### config.mk
export PLATFORM = sky130hd
export DESIGN_NAME = burst_detector_hysteresis
export DESIGN_NICKNAME = d
export VERILOG_FILES = /design/src/hdl/bdh_pkg.sv /design/src/hdl/bdh_fifo.sv /design/src/hdl/bdh_front.sv /design/src/hdl/bdh_back.sv /design/src/hdl/burst_detector_hysteresis.sv
export VERILOG_INCLUDE_DIRS = /design/src /design/src/hdl
export SDC_FILE = /design/constraint.sdc
export NUM_CORES = 2
export LEC_CHECK = 0
export BUFFER_PORTS_ARGS = -buffer_cell sky130_fd_sc_hd__buf_2
export CAP_MARGIN = 20
export CORE_MARGIN = 4
export CORE_UTILIZATION = 65
export CTS_BUF_LIST = sky130_fd_sc_hd__clkbuf_2 sky130_fd_sc_hd__clkbuf_4 sky130_fd_sc_hd__clkbuf_8
export CTS_CLUSTER_DIAMETER = 100
export CTS_CLUSTER_SIZE = 24
export DETAILED_ROUTE_END_ITERATION = 8
export PLACE_DENSITY = 0.83
export SLEW_MARGIN = 20
export SYNTH_ARGS = -nofsm -noshare
export SYNTH_HDL_FRONTEND = slang
export SYNTH_HIERARCHICAL = 1
export SYNTH_SLANG_ARGS = --single-unit
### constraint.sdc
create_clock -name clk -period 12.2 [get_ports clk]
set_input_delay 1.83 -clock clk [delete_from_list [all_inputs] [get_ports clk]]
set_output_delay 1.83 -clock clk [all_outputs]
set_load 0.02 [all_outputs]
### src/hdl/assert_macros.svh
// Assertion macros shared by the burst detector RTL.
// Needs a clock named clk and an active-low reset named arst_n in scope.
`ifndef ASSERT_MACROS_SVH
`define ASSERT_MACROS_SVH

// Checked on every rising edge outside reset.
`define ASSERT_RST(lbl, prop, msg) \
	lbl: assert property (@(posedge clk) disable iff (!arst_n) prop) \
		else $error(msg);

// Checked on every rising edge, reset included.
`define ASSERT_ALWAYS(lbl, prop, msg) \
	lbl: assert property (@(posedge clk) prop) else $error(msg);

`endif

### src/hdl/bdh_pkg.sv
// Shared types and constants of the hysteresis burst detector.
// No dependencies; used by every module under hdl/.
`default_nettype none

package bdh_pkg;

	localparam int MAX_PINGS  = 128;
	localparam int MAX_RECORD = 65536;

	localparam int LVL_W  = 16;
	localparam int PER_W  = 16;
	localparam int MINW_W = 32;
	localparam int TIME_W = 32;
	localparam int IDX_W  = $clog2(MAX_RECORD);
	localparam int CNT_W  = 8;
	localparam int WID_W  = IDX_W + 1 + PER_W;

	localparam logic [IDX_W-1:0] IDX_MAX = IDX_W'(MAX_RECORD - 1);

	localparam int CFG_AW = 2;
	localparam int CFG_DW = 32;

	localparam int QDEPTH = 4;
	localparam int QPTR_W = $clog2(QDEPTH);
	localparam int QCNT_W = $clog2(QDEPTH + 1);

	typedef enum logic [CFG_AW-1:0] {
		REG_ON_THR  = 2'd0,
		REG_OFF_THR = 2'd1,
		REG_PERIOD  = 2'd2,
		REG_MIN_W   = 2'd3
	} reg_idx_t;

	localparam logic signed [LVL_W-1:0] ON_THR_RST  = 16'sd1280;
	localparam logic signed [LVL_W-1:0] OFF_THR_RST = 16'sd768;
	localparam logic [PER_W-1:0]        PERIOD_RST  = 16'd1;
	localparam logic [MINW_W-1:0]       MIN_W_RST   = 32'd2;

	typedef enum logic {
		KIND_BURST   = 1'b0,
		KIND_SUMMARY = 1'b1
	} kind_t;

	typedef struct packed {
		logic signed [LVL_W-1:0] on_thr;
		logic signed [LVL_W-1:0] off_thr;
		logic [PER_W-1:0]        period;
		logic [MINW_W-1:0]       min_w;
	} cfg_t;

	// One queue entry: what a sample asks the back end to do.
	typedef struct packed {
		logic                    clr;    // record restart, count back to zero
		logic                    cand;   // burst closed, check and maybe report
		logic                    summ;   // last sample, summary beat follows
		logic [IDX_W-1:0]        start;
		logic [IDX_W-1:0]        span;
		logic signed [LVL_W-1:0] peak;
	} evt_t;

endpackage

`default_nettype wire

### src/hdl/bdh_fifo.sv
// Short flop-based queue between the classifying front and the reporting back.
// Depends on bdh_pkg.
`default_nettype none

module bdh_fifo (
	input  wire logic          clk,
	input  wire logic          arst_n,
	input  wire logic          push,
	input  wire bdh_pkg::evt_t wr_evt,
	output logic               full,
	input  wire logic          pop,
	output logic               empty,
	output bdh_pkg::evt_t      rd_evt
);

	bdh_pkg::evt_t                  mem_q [bdh_pkg::QDEPTH];
	logic [bdh_pkg::QPTR_W-1:0]     wr_ptr_q;
	logic [bdh_pkg::QPTR_W-1:0]     rd_ptr_q;
	logic [bdh_pkg::QCNT_W-1:0]     count_q;
	logic                           do_push;
	logic                           do_pop;

	assign full    = (count_q == bdh_pkg::QCNT_W'(bdh_pkg::QDEPTH));
	assign empty   = (count_q == '0);
	assign do_push = push && !full;
	assign do_pop  = pop && !empty;
	assign rd_evt  = mem_q[rd_ptr_q];

	always_ff @(posedge clk or negedge arst_n) begin
		if (!arst_n) begin
			wr_ptr_q <= '0;
			rd_ptr_q <= '0;
			count_q  <= '0;
		end else begin
			if (do_push)
				wr_ptr_q <= (wr_ptr_q == bdh_pkg::QPTR_W'(bdh_pkg::QDEPTH - 1)) ?
					'0 : wr_ptr_q + 1'b1;
			if (do_pop)
				rd_ptr_q <= (rd_ptr_q == bdh_pkg::QPTR_W'(bdh_pkg::QDEPTH - 1)) ?
					'0 : rd_ptr_q + 1'b1;
			if (do_push && !do_pop)
				count_q <= count_q + 1'b1;
			else if (do_pop && !do_push)
				count_q <= count_q - 1'b1;
		end
	end

	always_ff @(posedge clk) begin
		if (do_push)
			mem_q[wr_ptr_q] <= wr_evt;
	end

	`include "assert_macros.svh"

	`ASSERT_RST(a_push_not_full, push |-> !full, "bdh_fifo: push while full")
	`ASSERT_RST(a_count_bound, count_q <= bdh_pkg::QCNT_W'(bdh_pkg::QDEPTH), "bdh_fifo: count overrun")

endmodule

`default_nettype wire

### src/hdl/bdh_front.sv
// Front end: accepts level samples, tracks the hysteresis state and sample index,
// and queues an entry whenever a burst closes or a record starts or ends. Uses bdh_pkg.
`default_nettype none

module bdh_front (
	input  wire logic                   clk,
	input  wire logic                   arst_n,
	input  wire bdh_pkg::cfg_t          cfg,
	input  wire logic                   s_tvalid,
	output logic                        s_tready,
	input  wire logic [bdh_pkg::LVL_W-1:0] level,
	input  wire logic                   first_sample,
	input  wire logic                   last_sample,
	input  wire logic                   q_full,
	output logic                        push,
	output bdh_pkg::evt_t               evt
);

	logic                             in_burst_q;
	logic [bdh_pkg::IDX_W-1:0]        idx_q;
	logic [bdh_pkg::IDX_W-1:0]        start_q;
	logic signed [bdh_pkg::LVL_W-1:0] peak_q;

	logic                             accept;
	logic signed [bdh_pkg::LVL_W-1:0] lvl;
	logic [bdh_pkg::IDX_W-1:0]        idx_n;
	logic                             opening;
	logic                             open_now;
	logic [bdh_pkg::IDX_W-1:0]        start_n;
	logic signed [bdh_pkg::LVL_W-1:0] peak_base;
	logic signed [bdh_pkg::LVL_W-1:0] peak_n;
	logic                             closing;

	assign s_tready = !q_full;
	assign accept   = s_tvalid && s_tready;
	assign lvl      = $signed(level);

	always_comb begin
		idx_n     = (idx_q != bdh_pkg::IDX_MAX) ? idx_q + 1'b1 : idx_q;
		opening   = !in_burst_q && (lvl >= $signed(cfg.on_thr));
		open_now  = in_burst_q || opening;
		start_n   = opening ? idx_n : start_q;
		peak_base = opening ? '0 : peak_q;
		peak_n    = (lvl > peak_base) ? lvl : peak_base;
		closing   = open_now && ((lvl < $signed(cfg.off_thr)) || last_sample);

		evt.clr   = first_sample;
		evt.cand  = !first_sample && closing;
		evt.summ  = last_sample;
		evt.start = start_n;
		evt.span  = idx_n - start_n;
		evt.peak  = peak_n;
		push      = accept && (evt.clr || evt.cand || evt.summ);
	end

	always_ff @(posedge clk or negedge arst_n) begin
		if (!arst_n) begin
			in_burst_q <= 1'b0;
			idx_q      <= '0;
			start_q    <= '0;
			peak_q     <= '0;
		end else if (accept) begin
			if (first_sample) begin
				in_burst_q <= 1'b0;
				idx_q      <= '0;
				start_q    <= '0;
				peak_q     <= '0;
			end else begin
				idx_q      <= idx_n;
				start_q    <= start_n;
				in_burst_q <= open_now && !closing;
				if (open_now)
					peak_q <= closing ? '0 : peak_n;
			end
		end
	end

endmodule

`default_nettype wire

### src/hdl/bdh_back.sv
// Back end: forms start time, duration and width products for a queued entry,
// applies the width and count limits, and drives the registered result beats. Uses bdh_pkg.
`default_nettype none

module bdh_back (
	input  wire logic                       clk,
	input  wire logic                       arst_n,
	input  wire bdh_pkg::cfg_t              cfg,
	input  wire logic                       q_empty,
	input  wire bdh_pkg::evt_t              q_evt,
	output logic                            pop,
	output logic                            m_tvalid,
	input  wire logic                       m_tready,
	output logic [87:0]                     m_tdata,   // start_time, duration, peak_level, burst_count
	output logic                            m_tuser,   // record_kind
	output logic                            m_tlast    // end_of_run
);

	// product stage
	logic                             s1_valid_q;
	logic                             s1_clr_s1;
	logic                             s1_cand_s1;
	logic                             s1_summ_s1;
	logic [bdh_pkg::TIME_W-1:0]       start_time_s1;
	logic [bdh_pkg::TIME_W-1:0]       duration_s1;
	logic [bdh_pkg::WID_W-1:0]        width_s1;
	logic signed [bdh_pkg::LVL_W-1:0] peak_s1;

	logic                             phase_q;   // burst beat sent, summary still owed
	logic [bdh_pkg::CNT_W-1:0]        seen_q;

	logic                             out_valid_q;
	logic [bdh_pkg::TIME_W-1:0]       out_start_q;
	logic [bdh_pkg::TIME_W-1:0]       out_dur_q;
	logic signed [bdh_pkg::LVL_W-1:0] out_peak_q;
	logic [bdh_pkg::CNT_W-1:0]        out_cnt_q;
	bdh_pkg::kind_t                   out_kind_q;
	logic                             out_last_q;

	logic                             out_free;
	logic                             step;
	logic                             s1_done;
	logic                             qualify;
	logic                             emit;
	logic                             emit_burst;
	logic                             load;
	logic [bdh_pkg::IDX_W:0]          span_p1;

	assign out_free = !out_valid_q || m_tready;
	assign step     = s1_valid_q && out_free;
	assign qualify  = s1_cand_s1
		&& (width_s1 >= bdh_pkg::WID_W'(cfg.min_w))
		&& (seen_q < bdh_pkg::CNT_W'(bdh_pkg::MAX_PINGS));
	assign span_p1  = {1'b0, q_evt.span} + 1'b1;

	always_comb begin
		s1_done    = 1'b0;
		emit       = 1'b0;
		emit_burst = 1'b0;
		if (step) begin
			if (s1_clr_s1) begin
				s1_done = 1'b1;
				emit    = s1_summ_s1;
			end else if (!phase_q && qualify) begin
				emit       = 1'b1;
				emit_burst = 1'b1;
				s1_done    = !s1_summ_s1;
			end else begin
				s1_done = 1'b1;
				emit    = s1_summ_s1;
			end
		end
		load = !s1_valid_q || s1_done;
		pop  = load && !q_empty;
	end

	always_ff @(posedge clk or negedge arst_n) begin
		if (!arst_n) begin
			s1_valid_q  <= 1'b0;
			phase_q     <= 1'b0;
			seen_q      <= '0;
			out_valid_q <= 1'b0;
		end else begin
			if (load)
				s1_valid_q <= !q_empty;
			if (s1_done)
				phase_q <= 1'b0;
			else if (step)
				phase_q <= 1'b1;
			if (step && s1_clr_s1)
				seen_q <= '0;
			else if (emit_burst)
				seen_q <= seen_q + 1'b1;
			if (out_free)
				out_valid_q <= emit;
		end
	end

	always_ff @(posedge clk) begin
		if (pop) begin
			s1_clr_s1     <= q_evt.clr;
			s1_cand_s1    <= q_evt.cand;
			s1_summ_s1    <= q_evt.summ;
			start_time_s1 <= bdh_pkg::TIME_W'(q_evt.start) * bdh_pkg::TIME_W'(cfg.period);
			duration_s1   <= bdh_pkg::TIME_W'(q_evt.span) * bdh_pkg::TIME_W'(cfg.period);
			width_s1      <= bdh_pkg::WID_W'(span_p1) * bdh_pkg::WID_W'(cfg.period);
			peak_s1       <= q_evt.peak;
		end
		if (emit) begin
			if (emit_burst) begin
				out_kind_q  <= bdh_pkg::KIND_BURST;
				out_start_q <= start_time_s1;
				out_dur_q   <= duration_s1;
				out_peak_q  <= peak_s1;
				out_cnt_q   <= seen_q + 1'b1;
				out_last_q  <= !s1_summ_s1;
			end else begin
				out_kind_q  <= bdh_pkg::KIND_SUMMARY;
				out_start_q <= '0;
				out_dur_q   <= '0;
				out_peak_q  <= '0;
				out_cnt_q   <= s1_clr_s1 ? '0 : seen_q;
				out_last_q  <= 1'b1;
			end
		end
	end

	assign m_tvalid = out_valid_q;
	assign m_tdata  = {out_cnt_q, out_peak_q, out_dur_q, out_start_q};
	assign m_tuser  = out_kind_q;
	assign m_tlast  = out_last_q;

	`include "assert_macros.svh"

	`ASSERT_RST(a_seen_bound, seen_q <= bdh_pkg::CNT_W'(bdh_pkg::MAX_PINGS), "bdh_back: burst count past limit")
	`ASSERT_RST(a_phase_owed, phase_q |-> (s1_valid_q && s1_summ_s1 && !s1_clr_s1), "bdh_back: summary owed without entry")

endmodule

`default_nettype wire

### src/hdl/burst_detector_hysteresis.sv
// Top level of the hysteresis burst detector: configuration registers, front end,
// entry queue and back end. Depends on bdh_pkg, bdh_front, bdh_fifo and bdh_back.
//
//   channel   beat contents                                       direction
//   s_*       tdata level; tuser first_sample; tlast last_sample   in
//   m_*       tdata times/peak/count; tuser kind; tlast end_of_run out
//   cfg_*     register index and value, written when cfg_we high   in
//
// One sample per cycle while s_tready is high; a sample's entry goes through the queue,
// the product stage and the output register. A last sample that also closes a reported
// burst gives two beats, burst beat first. s_tready drops only while the four-entry queue
// in front of the back end is full: m_tready held low, or many two-beat last samples.
// Reset clears control state, not data registers; loads register defaults; no clearing pass.
`default_nettype none

module burst_detector_hysteresis (
	input  wire logic                        clk,
	input  wire logic                        arst_n,
	input  wire logic                        s_tvalid,
	output logic                             s_tready,
	input  wire logic [15:0]                 s_tdata,   // level
	input  wire logic                        s_tuser,   // first_sample
	input  wire logic                        s_tlast,   // last_sample
	output logic                             m_tvalid,
	input  wire logic                        m_tready,
	output logic [87:0]                      m_tdata,   // start_time, duration, peak_level, burst_count
	output logic                             m_tuser,   // record_kind
	output logic                             m_tlast,   // end_of_run
	input  wire logic                        cfg_we,
	input  wire logic [bdh_pkg::CFG_AW-1:0]  cfg_addr,
	input  wire logic [bdh_pkg::CFG_DW-1:0]  cfg_wdata
);

	bdh_pkg::cfg_t cfg_q;
	bdh_pkg::evt_t push_evt;
	bdh_pkg::evt_t head_evt;
	logic          q_full;
	logic          q_empty;
	logic          push;
	logic          pop;

	always_ff @(posedge clk or negedge arst_n) begin
		if (!arst_n) begin
			cfg_q.on_thr  <= bdh_pkg::ON_THR_RST;
			cfg_q.off_thr <= bdh_pkg::OFF_THR_RST;
			cfg_q.period  <= bdh_pkg::PERIOD_RST;
			cfg_q.min_w   <= bdh_pkg::MIN_W_RST;
		end else if (cfg_we) begin
			case (bdh_pkg::reg_idx_t'(cfg_addr))
				bdh_pkg::REG_ON_THR:  cfg_q.on_thr  <= cfg_wdata[bdh_pkg::LVL_W-1:0];
				bdh_pkg::REG_OFF_THR: cfg_q.off_thr <= cfg_wdata[bdh_pkg::LVL_W-1:0];
				bdh_pkg::REG_PERIOD:  cfg_q.period  <= cfg_wdata[bdh_pkg::PER_W-1:0];
				bdh_pkg::REG_MIN_W:   cfg_q.min_w   <= cfg_wdata[bdh_pkg::MINW_W-1:0];
				default: ;
			endcase
		end
	end

	bdh_front u_front (
		.clk          (clk),
		.arst_n       (arst_n),
		.cfg          (cfg_q),
		.s_tvalid     (s_tvalid),
		.s_tready     (s_tready),
		.level        (s_tdata),
		.first_sample (s_tuser),
		.last_sample  (s_tlast),
		.q_full       (q_full),
		.push         (push),
		.evt          (push_evt)
	);

	bdh_fifo u_fifo (
		.clk    (clk),
		.arst_n (arst_n),
		.push   (push),
		.wr_evt (push_evt),
		.full   (q_full),
		.pop    (pop),
		.empty  (q_empty),
		.rd_evt (head_evt)
	);

	bdh_back u_back (
		.clk      (clk),
		.arst_n   (arst_n),
		.cfg      (cfg_q),
		.q_empty  (q_empty),
		.q_evt    (head_evt),
		.pop      (pop),
		.m_tvalid (m_tvalid),
		.m_tready (m_tready),
		.m_tdata  (m_tdata),
		.m_tuser  (m_tuser),
		.m_tlast  (m_tlast)
	);

endmodule

`default_nettype wire
* Yosys cells after proc, flatten, opt, wreduce, memory -nomap -nowiden
Memory sizes are Yosys's and may differ from the RTL's. Cells that the tools add are included.
Operators by class: reduce and logical (&&, ||, !) cells 44, $mul 3, add/sub/neg operators 8, bitwise logic cells 0, shift operators 0, div/mod/pow operators 0, magnitude comparators 5, multiplexer cells 32, eq/ne operators 7
Operators by type and width (number):
- $mux W16 | 9
- $mul A16 B16 Y32 | 2
- $ge A33 B32 Y1 | 1
- $mul A17 B16 Y33 | 1
- $mux W8 | 4
- $add A16 B1 Y17 const B | 1
- $add A16 B1 Y16 const B | 1
- $ge A16 B16 Y1 | 1
- $gt A16 B16 Y1 | 1
- $logic_and A1 B1 Y1 | 16
- $lt A16 B16 Y1 | 1
- $ne A16 B16 Y1 const B | 1
- $sub A16 B16 Y16 | 1
- $mux W1 | 15
- $logic_not A1 Y1 | 11
- $reduce_and A2 Y1 | 5
- $add A8 B1 Y8 const B | 1
- $eq A2 B2 Y1 const B | 4
- $lt A8 B8 Y1 const B | 1
- $reduce_bool A2 Y1 | 4
- $logic_or A1 B1 Y1 | 6
- $mux W3 | 2
- $add A2 B1 Y2 const B | 2
- $mux W2 | 2
- other kinds (6) | 6
Storage, ports and cells: memory bits (writable) 204, bits in registers 353, memories 1, memory bits (read-only) 0, output and inout port bits 92, input bits 57, bits in latches 0, logic and storage cells 128
Memories:
- u_fifo.mem_q | words 4, bits a word 51, rd ports 1, clocked after memory_dff 0, write ports 1, line bdh_fifo.sv:16 | bdh_pkg::evt_t mem_q [bdh_pkg::QDEPTH];

* Logic depth before layout (Yosys ltp)
word-level depth 13, gate-level depth with buffers 32, gate-level depth less buffers 28

* Cells and area by module
Netlist, hierarchy kept.
By module, submodules not included:
- bdh_back | area an instance 34523.1 sq um, times used 1, cells each 3578, sequential area each 6461.2 sq um
- bdh_fifo | area an instance 7872.6 sq um, times used 1, cells each 304, sequential area each 6301.0 sq um
- bdh_front | area an instance 4445.5 sq um, times used 1, cells each 509, sequential area each 1226.2 sq um
- burst_detector_hysteresis | area an instance 3005.4 sq um, times used 1, cells each 170, sequential area each 2009.4 sq um

* Worst setup path after synthesis
OpenSTA, ideal clock, no wires.
kind in2reg, start in m_tready, end reg u_fifo/count_q[1] (netlist name), buffers on the path 0, data required time 12.075 ns, library setup time 0.125 ns, stages 8, arrival 9.623 ns, path slack 2.452 ns, cell sequence nand2b_1 > o21ai_0 > a21oi_1 > o31ai_2 > ha_1 > inv_1 > fa_1 > mux2_2
On the way: longest elaborated chain between the ends 9, elaborated cells on any way between the ends 11, classes of those cells mux (2); reduce/logical (9)
RTL lines:
- start: declaration | line burst_detector_hysteresis.sv:25 | input wire logic m_tready,
- $logic_or A1 B1 Y1 (*) | line bdh_back.sv:49 | assign out_free = !out_valid_q || m_tready;
- $logic_and A1 B1 Y1 (*) | line bdh_back.sv:50 | assign step = s1_valid_q && out_free;
- $mux W1 (*) | line bdh_back.sv:60 | if (step) begin
- $logic_or A1 B1 Y1 (*) | line bdh_back.sv:73 | load = !s1_valid_q || s1_done;
- $logic_and A1 B1 Y1 (*) | line bdh_back.sv:74 | pop = load && !q_empty;
- named net pop | line burst_detector_hysteresis.sv:40 | logic pop;
- $logic_and A1 B1 Y1 (*) | line bdh_fifo.sv:26 | assign do_pop = pop && !empty;
- $logic_not A1 Y1 | line bdh_fifo.sv:41 | if (do_push && !do_pop)
- $logic_and A1 B1 Y1 | line bdh_fifo.sv:41
- $mux W3 / $reduce_bool A2 Y1 (equally long branches)
- end signal: assignment | line bdh_fifo.sv:42 | count_q <= count_q + 1'b1;
- end signal: assignment | line bdh_fifo.sv:44 | count_q <= count_q - 1'b1;
- end: declaration | line bdh_fifo.sv:19 | logic [bdh_pkg::QCNT_W-1:0] count_q;
Mark *: on every way through the listed nets, which the timed path passes. The rest lies on a longest branch. A chain may end at the register's enable or synchronous reset.

==> qor.csv <==
stage,metric,value,unit
cts,Num CTS Buffers,30,
setup_path,crit-path max FO,29,
yosys,post-synthesis sequential area ratio,0.3209,
cts,clk buf depth,3,
yosys,Mapped Nets,5632,
cts,"Hold-fix buffers, CTS",0,
yosys,Ys Warns,6,
setup_path,kind of critical path,register to register,
setup_path,element type at the critical path start,register,
setup_path,crit path DAT,9.74,ns
yosys,number of synthesized flops with an enable pin,410,
die,die area,81180,µm²
finish,share of layout cells above drive strength 1,0.09980,
grt,first-pass GRT wire length,186700,µm
die,site row count,101,
yosys,Seq cells post-synth,557,
yosys,area share of the leading cell type in the synthesized netlist,0.2470,
routing,DRT iter0 DRCs,2712,
setup_path,cell seen most often among critical-path stages,fa_1,
timing,WHS,0.5083,ns
setup_path,path depth of the worst reg2reg path,25,
grt,initial antenna violation count,4,
timing,worst-margin pin slew,1.134,ns
routing,Vias/cell,5.945,
yosys,Cells after Synth,4561,
routing,WL final,113900,µm
die,DIE HEIGHT,284.9,µm
routing,wire length per cell,20.19,µm
yosys,Area contributors post-synth,"edfxtp_1 25%, fa_1 24%, ha_1 10%, dfrtp_1 7.1%, inv_1 6.2%",
timing,Final Critical Period,9.166,ns
timing,TNS Setup,0,ns
cts,CTS H-tree lvls,1,
min_path,Hold Path Stages,2,
yosys,count of cell types in the netlist,97,
timing,Setup Skew,0.04643,ns
yosys,cell with the most instances after synthesis,inv_1,
grt,All-Layer GR Usage,0.2873,
run,MaxCap Viol Count,0,
timing,fin worst setup slack,3.034,ns
placed_design,detailed placement HPWL,82570,µm
timing,Final setup viols,0,
cts,"Setup Fix Bufs, Post-CTS",0,
die,initial core utilization,0.6563,
finish,final instance area,52120,µm²
grt,largest net degree at the start of global routing,86,
yosys,synthesized area,49850,µm²
cts,post-cts gate resize count,0,
die,Top Ports,149,
timing,Peak Freq,0.1091,GHz
cts,TritonCTS clock tree,done,
timing,endpoints failing hold,0,
die,core area,75950,µm²
cts,worst-skew pair later-pin latency,0.76,ns
grt,Congestion Overflow GR,0,
cts,Worst-path clk slew,0.14,ns
finish,area grow syn2layout,4.558,%
yosys,most frequent cells after synthesis,"828 x inv_1, 598 x fa_1, 597 x nand2_1",
yosys,"FFs w/ async S/R, synth",0.2639,
cts,clk sinks,557,
setup_path,Max stage delay on crit path,0.79,ns
routing,DRT Pass-1 Iters,7,
routing,Detail Route Antenna Nets,0,
placed_design,dpl cell area,51390,µm²
die,chip width,284.9,µm
routing,drc violations,0,
timing,RSZ-0062 raised after global routing,no,
yosys,synthesized area per cell,10.93,µm²
placed_design,I/O Buffers,148,
setup_path,Worst path slowest cell,dfrtp_2,
placed_design,routability cong.,0.9032,
setup_path,"Req. time, crit path",12.78,ns
setup_path,CP endpoint kind,register,
yosys,Yosys top cell by area,edfxtp_1,
placed_design,"worst slack, placed",3.175,ns
outcome,status,"finished, final reports clean",
finish,final net count,5656,
min_path,Hold Crit Class,register to register,
timing,fin. max-slew vios,0,
timing,headroom to the max-slew limit,0.2433,
grt,vias in the first global route,36730,
cts,Clock Tree Root,clkbuf_8,
routing,via count,33540,
yosys,ys flop type,edfxtp_1,
timing,Final Cycle Share,0.7513,
==> metal layers <==
metal  part of all wire  track usage  vias to the layer above
met3              0.076      0.05092                      338
met4              0.042       0.1139                        2
met5            0.00011            0                        -
met2               0.50       0.5005                     1389
met1               0.38       0.3597                    17030
li1                   -            -                    14780
==> registers in the layout, summed over array words and instances (netlist names), 32 cells and up <==
register              flops
u_back/out_start_q       32
u_back/width_s1          33
u_back/out_dur_q         32
cfg_q                    80
u_fifo/mem_q            204
u_back/duration_s1       32
u_back/start_time_s1     32
==> kinds of logic (layout without fill, tap and decap cells) <==
| logic type | after synthesis | after routing | share of synthesized area |
|---|---|---|---|
| compound gates | 427 | 427 | 0.06200 |
| xor+xnor | 119 | 119 | 0.02091 |
| flops | 557 | 557 | 0.3209 |
| other cells | 0 | 2 | 0 |
| simple gates | 1261 | 1261 | 0.1243 |
| fa+ha+maj | 1014 | 1014 | 0.3446 |
| buf+inv | 1027 | 1075 | 0.08075 |
| mux | 156 | 156 | 0.04654 |
==> path summary, 6_finish.rpt <==
| kind | startpoint | endpoint | slack [ns] |
|---|---|---|---|
| worst max-delay path | u_fifo/rd_ptr_q[1]$_DFFE_PN0P_ | u_back/width_s1[32]$_DFFE_PP_ | 3.03 |
| worst min-delay path | u_back/phase_q$_DFFE_PN0P_ | u_back/phase_q$_DFFE_PN0P_ | 0.51 |
| worst max register to register | u_fifo/rd_ptr_q[1]$_DFFE_PN0P_ | u_back/width_s1[32]$_DFFE_PP_ | 3.03 |
| worst min register to register | u_back/phase_q$_DFFE_PN0P_ | u_back/phase_q$_DFFE_PN0P_ | 0.51 |
| max in group asynchronous | arst_n | u_back/seen_q[4]$_DFFE_PN0P_ | 9.71 |
| min in group asynchronous | arst_n | u_front/peak_q[9]$_DFFE_PN0P_ | 1.10 |
==> stage by stage <==
step / utilization / cells
2_1_floorplan: - / 4561
3_3_place_gp: 0.6766 / 5581
3_5_place_dp: 0.6766 / 5581
4_1_cts: 0.6857 / 5637
5_1_grt: 0.6862 / 5640
6_report: 0.6862 / 5641
==> cell type report <==
class	count	area, µm²
antenna	2	5.005
clock buffer	48	548.0
clock inverter	8	141.4
fill	5486	23830
inverter	828	3108
multi-input combinational	2977	29940
sequential	557	16000
tap	1030	1289
timing repair buffer	191	1086
==> cells in the final DEF, fill, tap and decap left out, types with 14 or more instances in the layout <==
master and count:
a21o_1 63, clkbuf_8 30, nand2_1 597, xnor2_1 80, clkbuf_4 18, a22o_1 48, edfxtp_1 410, a21oi_1 80
mux2_2 87, mux2i_1 15, ha_1 416, xor2_1 31, o21ai_0 64, and3_1 97, mux4_2 51, nand2b_1 18
inv_1 828, nor2_1 77, o31ai_1 14, fa_1 598, and2_1 293, nand3_1 40, buf_2 147, dfrtp_1 139
buf_4 41, a31oi_1 17, o21a_1 26, nor3_1 35, nand4_1 22, nor2b_1 26
==> critical path: cells and delay by family, from the launching register on <==
kind / cells / cell delay [ns]
AO/OA/AOI/OAI: 5 / 1.17
flip-flops: 1 / 0.79
adder cells (fa/ha/maj): 7 / 3.48
XOR/XNOR: 1 / 0.76
AND/OR/NAND/NOR: 7 / 1.45
buffers and inverters: 4 / 0.67
multiplexers: 1 / 0.60
Power is left out: the tool's default activity adds up to more than one toggle a clock period on the data nets, which glitch-free logic cannot reach.
